<file path="src/design/qoi_pkg.sv">
// Shared constants, term tables and controller command type of the quaternion integrator.
`default_nettype none

package qoi_pkg;

    // Default width of one stored orientation component, signed Q2.30 at 32 bits.
    localparam int COMPONENT_WIDTH = 32;

    localparam int FIELD_W = 32;
    localparam int DT_W = 24;
    localparam int S_TDATA_W = 7 * FIELD_W + DT_W;
    localparam int M_TDATA_W = 4 * FIELD_W;

    localparam logic CMD_LOAD = 1'b0;
    localparam logic CMD_STEP = 1'b1;

    // Sequencer: twelve Hamilton terms, then two scale products per component.
    localparam int NUM_TERMS = 12;
    localparam int NUM_STEPS = 20;
    localparam int STEP_W = 5;
    localparam int TERM_IDX_W = 4;
    localparam logic [STEP_W-1:0] LAST_STEP = STEP_W'(NUM_STEPS - 1);
    localparam logic [STEP_W-1:0] FIRST_SCALE = STEP_W'(NUM_TERMS);

    localparam int OPND_W = 33;
    localparam int PROD_W = 64;
    localparam int SUM_W = 50;
    localparam int SHIFT_TERM = 16;
    localparam int SHIFT_SCALE = 25;

    // Component index: 0 = w, 1 = x, 2 = y, 3 = z. Omega index: 0 = x, 1 = y, 2 = z.
    localparam logic [1:0] TermComp [0:NUM_TERMS-1] = '{
        2'd0, 2'd0, 2'd0, 2'd1, 2'd1, 2'd1, 2'd2, 2'd2, 2'd2, 2'd3, 2'd3, 2'd3
    };
    localparam logic [1:0] TermOmega [0:NUM_TERMS-1] = '{
        2'd0, 2'd1, 2'd2, 2'd0, 2'd1, 2'd2, 2'd1, 2'd2, 2'd0, 2'd2, 2'd0, 2'd1
    };
    localparam logic [1:0] TermQuat [0:NUM_TERMS-1] = '{
        2'd1, 2'd2, 2'd3, 2'd0, 2'd3, 2'd2, 2'd0, 2'd1, 2'd3, 2'd0, 2'd2, 2'd1
    };
    localparam logic TermNeg [0:NUM_TERMS-1] = '{
        1'b1, 1'b1, 1'b1, 1'b0, 1'b0, 1'b1, 1'b0, 1'b0, 1'b1, 1'b0, 1'b0, 1'b1
    };

    typedef struct packed {
        logic              start;
        logic              issue;
        logic [STEP_W-1:0] idx;
        logic              emit;
    } qoi_ctrl_t;

endpackage

`default_nettype wire

</file>
<file path="src/design/qoi_controller.sv">
// Sequencing state machine of the quaternion integrator.
`default_nettype none

module qoi_controller (
    input  wire logic              aclk,
    input  wire logic              aresetn,
    input  wire logic              s_tvalid,
    output logic                   s_tready,
    input  wire logic              s_cmd,
    output logic                   m_tvalid,
    input  wire logic              m_tready,
    output qoi_pkg::qoi_ctrl_t     ctrl
);

    typedef enum logic [3:0] {
        ST_IDLE  = 4'b0001,
        ST_RUN   = 4'b0010,
        ST_DRAIN = 4'b0100,
        ST_EMIT  = 4'b1000
    } state_t;

    state_t                      state_reg, state_next;
    logic [qoi_pkg::STEP_W-1:0]  idx_reg, idx_next;
    logic                        m_tvalid_reg, m_tvalid_next;
    logic                        accept;
    logic                        emit;

    assign s_tready = (state_reg == ST_IDLE);
    assign accept   = s_tvalid && s_tready;
    assign emit     = (state_reg == ST_EMIT) && (!m_tvalid_reg || m_tready);
    assign m_tvalid = m_tvalid_reg;

    always_comb begin
        state_next = state_reg;
        idx_next   = idx_reg;
        unique case (state_reg)
            ST_IDLE: begin
                if (accept) begin
                    idx_next   = '0;
                    state_next = (s_cmd == qoi_pkg::CMD_STEP) ? ST_RUN : ST_EMIT;
                end
            end
            ST_RUN: begin
                if (idx_reg == qoi_pkg::LAST_STEP) begin
                    state_next = ST_DRAIN;
                end else begin
                    idx_next = idx_reg + 1'b1;
                end
            end
            ST_DRAIN: begin
                state_next = ST_EMIT;
            end
            ST_EMIT: begin
                if (emit) begin
                    state_next = ST_IDLE;
                end
            end
            default: begin
                state_next = ST_IDLE;
            end
        endcase
    end

    always_comb begin
        m_tvalid_next = m_tvalid_reg;
        if (emit) begin
            m_tvalid_next = 1'b1;
        end else if (m_tready) begin
            m_tvalid_next = 1'b0;
        end
    end

    always_ff @(posedge aclk) begin
        if (!aresetn) begin
            state_reg    <= ST_IDLE;
            idx_reg      <= '0;
            m_tvalid_reg <= 1'b0;
        end else begin
            state_reg    <= state_next;
            idx_reg      <= idx_next;
            m_tvalid_reg <= m_tvalid_next;
        end
    end

    always_comb begin
        ctrl.start = accept;
        ctrl.issue = (state_reg == ST_RUN);
        ctrl.idx   = idx_reg;
        ctrl.emit  = emit;
    end

endmodule

`default_nettype wire

</file>
<file path="src/design/qoi_datapath.sv">
// Orientation registers, shared multiplier, accumulators and saturation of the integrator.
`default_nettype none

module qoi_datapath #(
    parameter int CW = qoi_pkg::COMPONENT_WIDTH
) (
    input  wire logic                            aclk,
    input  wire logic                            aresetn,
    input  wire qoi_pkg::qoi_ctrl_t              ctrl,
    input  wire logic [qoi_pkg::S_TDATA_W-1:0]   s_tdata,
    input  wire logic                            s_cmd,
    output logic      [qoi_pkg::M_TDATA_W-1:0]   m_tdata,
    output logic                                 m_sat
);

    localparam int FW = qoi_pkg::FIELD_W;
    localparam int DTW = qoi_pkg::DT_W;
    localparam int OW = qoi_pkg::OPND_W;
    localparam int PW = qoi_pkg::PROD_W;
    localparam int SUMW = qoi_pkg::SUM_W;
    localparam int SW = ((CW > SUMW) ? CW : SUMW) + 2;
    localparam int TW = PW - qoi_pkg::SHIFT_TERM;
    localparam int HIW = SUMW - qoi_pkg::SHIFT_SCALE;
    localparam int LOW = qoi_pkg::SHIFT_SCALE;
    localparam int PLW = DTW;
    localparam int TIW = qoi_pkg::TERM_IDX_W;

    localparam logic signed [SW-1:0] CMAX = {{(SW-CW+1){1'b0}}, {(CW-1){1'b1}}};
    localparam logic signed [SW-1:0] CMIN = ~CMAX;
    localparam logic signed [SW-1:0] OMAX = {{(SW-FW+1){1'b0}}, {(FW-1){1'b1}}};
    localparam logic signed [SW-1:0] OMIN = ~OMAX;

    logic signed [CW-1:0]   q_reg [4];
    logic signed [FW-1:0]   om_reg [3];
    logic        [DTW-1:0]  dt_reg;
    logic signed [SUMW-1:0] sum_reg [4];
    logic signed [SUMW-1:0] d_reg;
    logic signed [PW-1:0]   prod_reg;
    logic                   tag_vld_reg;
    logic [qoi_pkg::STEP_W-1:0] tag_idx_reg;
    logic                   flag_reg;
    logic [qoi_pkg::M_TDATA_W-1:0] out_data_reg;
    logic                   out_sat_reg;

    logic signed [SW-1:0]   qe [4];
    logic signed [FW-1:0]   opq [4];
    logic signed [CW-1:0]   load_val [4];
    logic        [3:0]      load_clip;

    // Issue side decode.
    logic                       i_term;
    logic [TIW-1:0]             i_ti;
    logic [qoi_pkg::STEP_W-1:0] i_sidx;
    logic [1:0]                 i_comp;
    logic signed [OW-1:0]       mul_a, mul_b;
    logic signed [2*OW-1:0]     mul_full;

    // Retire side decode.
    logic                       t_term;
    logic [TIW-1:0]             t_ti;
    logic [qoi_pkg::STEP_W-1:0] t_sidx;
    logic [1:0]                 t_comp;
    logic [1:0]                 t_tcomp;
    logic signed [SUMW-1:0]     term_ext;
    logic signed [SW-1:0]       upd_sum;
    logic signed [CW-1:0]       upd_val;
    logic                       upd_clip;

    always_comb begin
        for (int i = 0; i < 4; i++) begin
            logic signed [SW-1:0] le;
            le = {{(SW-FW){s_tdata[FW*i+FW-1]}}, s_tdata[FW*i +: FW]};
            qe[i] = {{(SW-CW){q_reg[i][CW-1]}}, q_reg[i]};
            // Multiplier operands see the state clipped to the 32-bit range.
            if (qe[i] > OMAX) begin
                opq[i] = OMAX[FW-1:0];
            end else if (qe[i] < OMIN) begin
                opq[i] = OMIN[FW-1:0];
            end else begin
                opq[i] = qe[i][FW-1:0];
            end
            if (le > CMAX) begin
                load_val[i]  = CMAX[CW-1:0];
                load_clip[i] = 1'b1;
            end else if (le < CMIN) begin
                load_val[i]  = CMIN[CW-1:0];
                load_clip[i] = 1'b1;
            end else begin
                load_val[i]  = le[CW-1:0];
                load_clip[i] = 1'b0;
            end
        end
    end

    assign i_term = ctrl.idx < qoi_pkg::FIRST_SCALE;
    assign i_ti   = ctrl.idx[TIW-1:0];
    assign i_sidx = ctrl.idx - qoi_pkg::FIRST_SCALE;
    assign i_comp = i_sidx[2:1];

    // Even scale steps multiply the upper part of the sum by dt, odd steps the lower part.
    always_comb begin
        if (i_term) begin
            mul_a = {{(OW-FW){om_reg[qoi_pkg::TermOmega[i_ti]][FW-1]}},
                     om_reg[qoi_pkg::TermOmega[i_ti]]};
            mul_b = {{(OW-FW){opq[qoi_pkg::TermQuat[i_ti]][FW-1]}},
                     opq[qoi_pkg::TermQuat[i_ti]]};
        end else if (!i_sidx[0]) begin
            mul_a = {{(OW-HIW){sum_reg[i_comp][SUMW-1]}}, sum_reg[i_comp][SUMW-1:LOW]};
            mul_b = {{(OW-DTW){1'b0}}, dt_reg};
        end else begin
            mul_a = {{(OW-LOW){1'b0}}, sum_reg[i_comp][LOW-1:0]};
            mul_b = {{(OW-DTW){1'b0}}, dt_reg};
        end
    end

    assign mul_full = mul_a * mul_b;

    assign t_term  = tag_idx_reg < qoi_pkg::FIRST_SCALE;
    assign t_ti    = tag_idx_reg[TIW-1:0];
    assign t_sidx  = tag_idx_reg - qoi_pkg::FIRST_SCALE;
    assign t_comp  = t_sidx[2:1];
    assign t_tcomp = qoi_pkg::TermComp[t_ti];

    assign term_ext = {{(SUMW-TW){prod_reg[PW-1]}}, prod_reg[PW-1:qoi_pkg::SHIFT_TERM]};

    always_comb begin
        upd_sum = qe[t_comp] + {{(SW-SUMW){d_reg[SUMW-1]}}, d_reg}
                + {{(SW-PLW){1'b0}}, prod_reg[LOW+PLW-1:LOW]};
        if (upd_sum > CMAX) begin
            upd_val  = CMAX[CW-1:0];
            upd_clip = 1'b1;
        end else if (upd_sum < CMIN) begin
            upd_val  = CMIN[CW-1:0];
            upd_clip = 1'b1;
        end else begin
            upd_val  = upd_sum[CW-1:0];
            upd_clip = 1'b0;
        end
    end

    always_ff @(posedge aclk) begin
        if (!aresetn) begin
            for (int i = 0; i < 4; i++) begin
                q_reg[i] <= '0;
            end
            tag_vld_reg <= 1'b0;
        end else begin
            tag_vld_reg <= ctrl.issue;
            if (ctrl.start && (s_cmd == qoi_pkg::CMD_LOAD)) begin
                for (int i = 0; i < 4; i++) begin
                    q_reg[i] <= load_val[i];
                end
            end else if (tag_vld_reg && !t_term && t_sidx[0]) begin
                q_reg[t_comp] <= upd_val;
            end
        end
    end

    always_ff @(posedge aclk) begin
        tag_idx_reg <= ctrl.idx;
        prod_reg    <= mul_full[PW-1:0];
        if (ctrl.start) begin
            for (int i = 0; i < 3; i++) begin
                om_reg[i] <= s_tdata[4*FW + FW*i +: FW];
            end
            dt_reg <= s_tdata[7*FW +: DTW];
            for (int i = 0; i < 4; i++) begin
                sum_reg[i] <= '0;
            end
            flag_reg <= (s_cmd == qoi_pkg::CMD_LOAD) ? (|load_clip) : 1'b0;
        end else if (tag_vld_reg) begin
            if (t_term) begin
                if (qoi_pkg::TermNeg[t_ti]) begin
                    sum_reg[t_tcomp] <= sum_reg[t_tcomp] - term_ext;
                end else begin
                    sum_reg[t_tcomp] <= sum_reg[t_tcomp] + term_ext;
                end
            end else if (!t_sidx[0]) begin
                d_reg <= prod_reg[SUMW-1:0];
            end else begin
                flag_reg <= flag_reg | upd_clip;
            end
        end
        if (ctrl.emit) begin
            for (int i = 0; i < 4; i++) begin
                out_data_reg[FW*i +: FW] <= qe[i][FW-1:0];
            end
            out_sat_reg <= flag_reg;
        end
    end

    assign m_tdata = out_data_reg;
    assign m_sat   = out_sat_reg;

endmodule

`default_nettype wire

</file>
<file path="src/design/quaternion_orientation_integrator.sv">
// Top level of the quaternion orientation integrator: controller plus datapath.
//
// Input stream (s_*): one beat per item. s_tuser is the command: 0 loads the
// orientation from the four load fields, 1 integrates one time step with the
// angular velocity and dt fields. Output stream (m_*): one beat per item with
// the new orientation (low 32 bits of each component) and the saturation flag.
//
// A step runs twenty products through one shared 33x33 multiplier: twelve
// Hamilton terms and two scale-by-dt products per component. The products are
// issued in turn in the run state, a drain state retires the last one, and the
// emit state writes the result beat; only then is the next input beat taken. A
// load goes straight from its beat to the emit state.
//
// Reset clears the orientation to zero and empties the output register. The
// result sits in an output register; while the receiver stalls it holds there,
// the block still takes the next input beat, and it waits before writing the
// next result until the held one is taken.
`default_nettype none

module quaternion_orientation_integrator #(
    parameter int COMPONENT_WIDTH = qoi_pkg::COMPONENT_WIDTH
) (
    input  wire logic                            aclk,
    input  wire logic                            aresetn,
    input  wire logic                            s_tvalid,
    output logic                                 s_tready,
    // Fields from bit 0: load_w, load_x, load_y, load_z, omega_x, omega_y, omega_z, dt.
    input  wire logic [qoi_pkg::S_TDATA_W-1:0]   s_tdata,
    // Fields from bit 0: cmd.
    input  wire logic                            s_tuser,
    output logic                                 m_tvalid,
    input  wire logic                            m_tready,
    // Fields from bit 0: out_w, out_x, out_y, out_z.
    output logic      [qoi_pkg::M_TDATA_W-1:0]   m_tdata,
    // Fields from bit 0: saturated.
    output logic                                 m_tuser
);

    qoi_pkg::qoi_ctrl_t ctrl;

    qoi_controller u_controller (
        .aclk     (aclk),
        .aresetn  (aresetn),
        .s_tvalid (s_tvalid),
        .s_tready (s_tready),
        .s_cmd    (s_tuser),
        .m_tvalid (m_tvalid),
        .m_tready (m_tready),
        .ctrl     (ctrl)
    );

    qoi_datapath #(
        .CW (COMPONENT_WIDTH)
    ) u_datapath (
        .aclk    (aclk),
        .aresetn (aresetn),
        .ctrl    (ctrl),
        .s_tdata (s_tdata),
        .s_cmd   (s_tuser),
        .m_tdata (m_tdata),
        .m_sat   (m_tuser)
    );

endmodule

`default_nettype wire

</file>
<file path="config.mk">
export PLATFORM = sky130hd
export DESIGN_NAME = quaternion_orientation_integrator
export DESIGN_NICKNAME = d
export VERILOG_FILES = /design/src/design/qoi_pkg.sv /design/src/design/qoi_controller.sv /design/src/design/qoi_datapath.sv /design/src/design/quaternion_orientation_integrator.sv
export SDC_FILE = /design/constraint.sdc
export NUM_CORES = 2
export LEC_CHECK = 0
export BUFFER_PORTS_ARGS = -buffer_cell sky130_fd_sc_hd__buf_2
export CAP_MARGIN = 20
export CORE_ASPECT_RATIO = 1.25
export CORE_MARGIN = 2
export CORE_UTILIZATION = 25
export CTS_BUF_LIST = sky130_fd_sc_hd__clkbuf_2
export CTS_CLUSTER_SIZE = 40
export DETAILED_ROUTE_END_ITERATION = 16
export GPL_ROUTABILITY_DRIVEN = 0
export HOLD_SLACK_MARGIN = 0.02
export PLACE_DENSITY = 0.49
export SETUP_SLACK_MARGIN = 0.3
export SYNTH_ARGS = -nofsm -noshare
export SYNTH_HDL_FRONTEND = slang
export SYNTH_HIERARCHICAL = 1
export SYNTH_SLANG_ARGS = --single-unit
</file>
<file path="constraint.sdc">
create_clock -name aclk -period 12.4 [get_ports aclk]
set_clock_uncertainty 0.2 [all_clocks]
set_input_delay 1.24 -clock aclk [delete_from_list [all_inputs] [get_ports aclk]]
set_output_delay 1.24 -clock aclk [all_outputs]
set_load 0.01 [all_outputs]
</file>
==> impl_metrics.env <==
export IMPL_seq_area_frac_synth=0.280
export IMPL_cts_inserted_buffers=193
export IMPL_r2r_start="u_controller/idx_reg[0]"
export IMPL_rsz0062_at_grt="false"
export IMPL_critical_path_class="flop to flop"
export IMPL_slowest_delay_ns=0.79
export IMPL_relSlewSlack=0.204
export IMPL_chipWidth_um=488
export IMPL_worst_pin_slew_ns=1.19
export IMPL_routed_wl_um=292000
export IMPL_r2r_end="u_datapath/prod_reg[63]"
export IMPL_num_vias=57883
export IMPL_synth_main_ff_cell="edfxtp_1"
export IMPL_syn_to_final_growth_pct=17.3
export IMPL_syn_avg_cell_area_sq_um=10.2
export IMPL_drive_gt1_frac=0.144
export IMPL_dieHeight_um=609
export IMPL_synth_cell_types=96
export IMPL_crit_slowest_cell="fa_1"
export IMPL_finalHoldViolations=0
export IMPL_hold_depth=0
export IMPL_syn_nets=8880
export IMPL_first_pass_iters=8
export IMPL_ys_ff_latch=708
export IMPL_ys_top_cells_by_count="1142 x inv_1, 1131 x fa_1, 923 x nand2_1"
export IMPL_overflow=0
export IMPL_synthCells=7151
export IMPL_root_buffer="clkbuf_2"
export IMPL_crit_fanout=14
export IMPL_cts_tree="yes"
export IMPL_largest_reg_flops=200
export IMPL_grt_pass1_wl_um=417000
export IMPL_fin_setup_tns_ns=0
export IMPL_slew_viol_final=0
export IMPL_ioPinCount=384
export IMPL_vias_per_cell=4.82
export IMPL_synth_most_common_cell="inv_1"
export IMPL_clk_path_buf_depth=4
export IMPL_synth_top_area_share=0.309
export IMPL_synth_edff_count=628
export IMPL_min_period_ns=11.78
export IMPL_die_area_sq_um=297000
export IMPL_ys_warn_count=6
export IMPL_rows=222
export IMPL_start_util=0.251
export IMPL_nNetsFinal=9674
export IMPL_ys_async_sr_fraction=0
export IMPL_htree_levels=4
export IMPL_crit_cells=37
export IMPL_cp_common_cell="fa_1"
export IMPL_crit_path_end_kind="flop"
export IMPL_crit_arrival_ns=12.81
export IMPL_path_clk_slew_ns=0.11
export IMPL_hold_path_end="u_datapath/d_reg[2]"
export IMPL_syn_area_sq_um=73200
export IMPL_wire_per_inst_um=24.3
export IMPL_hp_start="u_datapath/prod_reg[2]"
export IMPL_reg2reg_slack_ns=0.62
export IMPL_setup_viol=0
export IMPL_ant_nets=0
export IMPL_path_buf_inv=9
export IMPL_required_ns=13.43
export IMPL_max_cap_violations=0
export IMPL_grt_total_usage=0.193
export IMPL_worst_r2r_path_depth=37
export IMPL_outcome="completed"
export IMPL_drc=0
export IMPL_grt_max_degree=77
export IMPL_fillers=30539
export IMPL_fin_crit_sh=0.950
export IMPL_synthTopCellsByArea="fa_1 31%, edfxtp_1 26%, ha_1 5.9%, inv_1 5.9%, nand2_1 4.7%"
export IMPL_hp_class="flop to flop"
export IMPL_drtIter0Drc=5209
export IMPL_clk_insertion_delay_late_ns=1.64
export IMPL_cts_sinks=708
export IMPL_core_area_sq_um=292000
export IMPL_cp_top_family="adder cells"
export IMPL_antenna_found_initial=22
export IMPL_port_buffers=383
export IMPL_place_hpwl_um=230000
export IMPL_grt_pass1_vias=61517
export IMPL_max_freq_mhz=84.9
export IMPL_start_kind="flop"
export IMPL_yosysTopAreaCell="fa_1"
## what timing repair did
action | CTS | global route
pin swaps | 2 | 1
hold buffers | 312 | 0
gates cloned | 0 | 1
resized for setup | 8 | 28
hold endpoints to repair | 262 | 0
buffers inserted | 5 | 5
setup endpoints to repair | 5 | 10
## logic make-up (layout without fill, tap and decap cells)
family,after synthesis,after routing,synth area share
AO/OA/AOI/OAI,909,910,0.0846
XOR/XNOR,206,206,0.0247
adder cells (fa/ha/maj),1476,1476,0.368
buffers and inverters,1480,2408,0.0764
flip-flops,708,708,0.280
multiplexers,150,150,0.0353
other,0,9,0
AND/OR/NAND/NOR,2222,2222,0.131
## through the flow
step / hold slack (ns) / cells / setup slack [ns] / cell area, sq um / utilization
CTS: 0.0210 / 11993 / 0.341 / 85600 / 0.293
floorplan: 0.186 / 7151 / 1.63 / 73200 / -
global placement: 0.188 / 11344 / 0.343 / 80800 / 0.277
global route: 0.106 / 12004 / 0.296 / 85800 / 0.294
detailed placement: 0.189 / 11346 / 0.0921 / 80800 / 0.277
finish: 0.127 / 12009 / 0.622 / 85800 / 0.294
## area by class of cell
class                   count  area, sq um  area share
diodes                      9         22.5    0.000262
clock buffers             271         1360      0.0158
clock inverters            59          277     0.00322
inverters                1147         4320      0.0503
multi-input cells        4964        47500       0.554
flip-flops and latches    708        20500       0.239
well taps                3920         4900      0.0571
repair buffers            931         6950      0.0809
## per-layer routing
| metal | global-route usage | wire [um] | share of wire | vias to the layer above |
|---|---|---|---|---|
| met5 | 0 | 104 | 0.00036 | - |
| met4 | 0.138 | 24400 | 0.084 | 16 |
| met3 | 0.0294 | 18600 | 0.064 | 673 |
| met2 | 0.330 | 143000 | 0.49 | 2517 |
| met1 | 0.219 | 106000 | 0.36 | 29751 |
| li1 | - | - | - | 24926 |
## how the worst max path moves through the flow
stage                                  startpoint  slack [ns]                       to
after floorplan           u_controller/idx_reg[0]        1.63  u_datapath/prod_reg[63]
after global placement    u_controller/idx_reg[0]        0.34  u_datapath/prod_reg[63]
after detailed placement  u_controller/idx_reg[0]        0.09  u_datapath/prod_reg[63]
after CTS                 u_controller/idx_reg[0]        0.34  u_datapath/prod_reg[63]
after global routing      u_controller/idx_reg[0]        0.30  u_datapath/prod_reg[62]
final                     u_controller/idx_reg[0]        0.62  u_datapath/prod_reg[63]
## layout by cell type (no fill, tap or decap), types with 14 or more instances in the layout
cell type and instances:
a221o_1 109, and3_1 78, edfxtp_1 628, o21ai_0 112, clkinv_2 14, nand2_1 911
clkbuf_2 271, nor4_1 17, or2_2 43, clkinv_1 39, o21ai_1 71, dfxtp_1 75
nand4_1 21, fa_1 1131, nor2b_1 24, a21oi_1 245, nor3_1 58, nand3_1 102
dlygate4sd3_1 312, a211oi_1 17, o21bai_1 23, mux4_2 86, a21o_1 86, xnor2_1 135
a31oi_1 16, mux2i_1 57, inv_1 1142, ha_1 345, buf_4 223, buf_2 384
a22oi_1 52, nand2b_1 37, and2_1 79, o21a_1 33, nor2_1 757, xor2_1 71
## worst register-to-register path, delay by kind of cell (launching register included)
family,cells,cell delay (ns)
simple gates,5,1.38
fa+ha+maj,10,5.35
flops,1,0.41
xor+xnor,1,0.12
compound gates,12,2.51
buf+inv,9,1.50
Power is left out: the tool's default activity adds up to more than one toggle a clock period on the data nets, which glitch-free logic cannot reach.
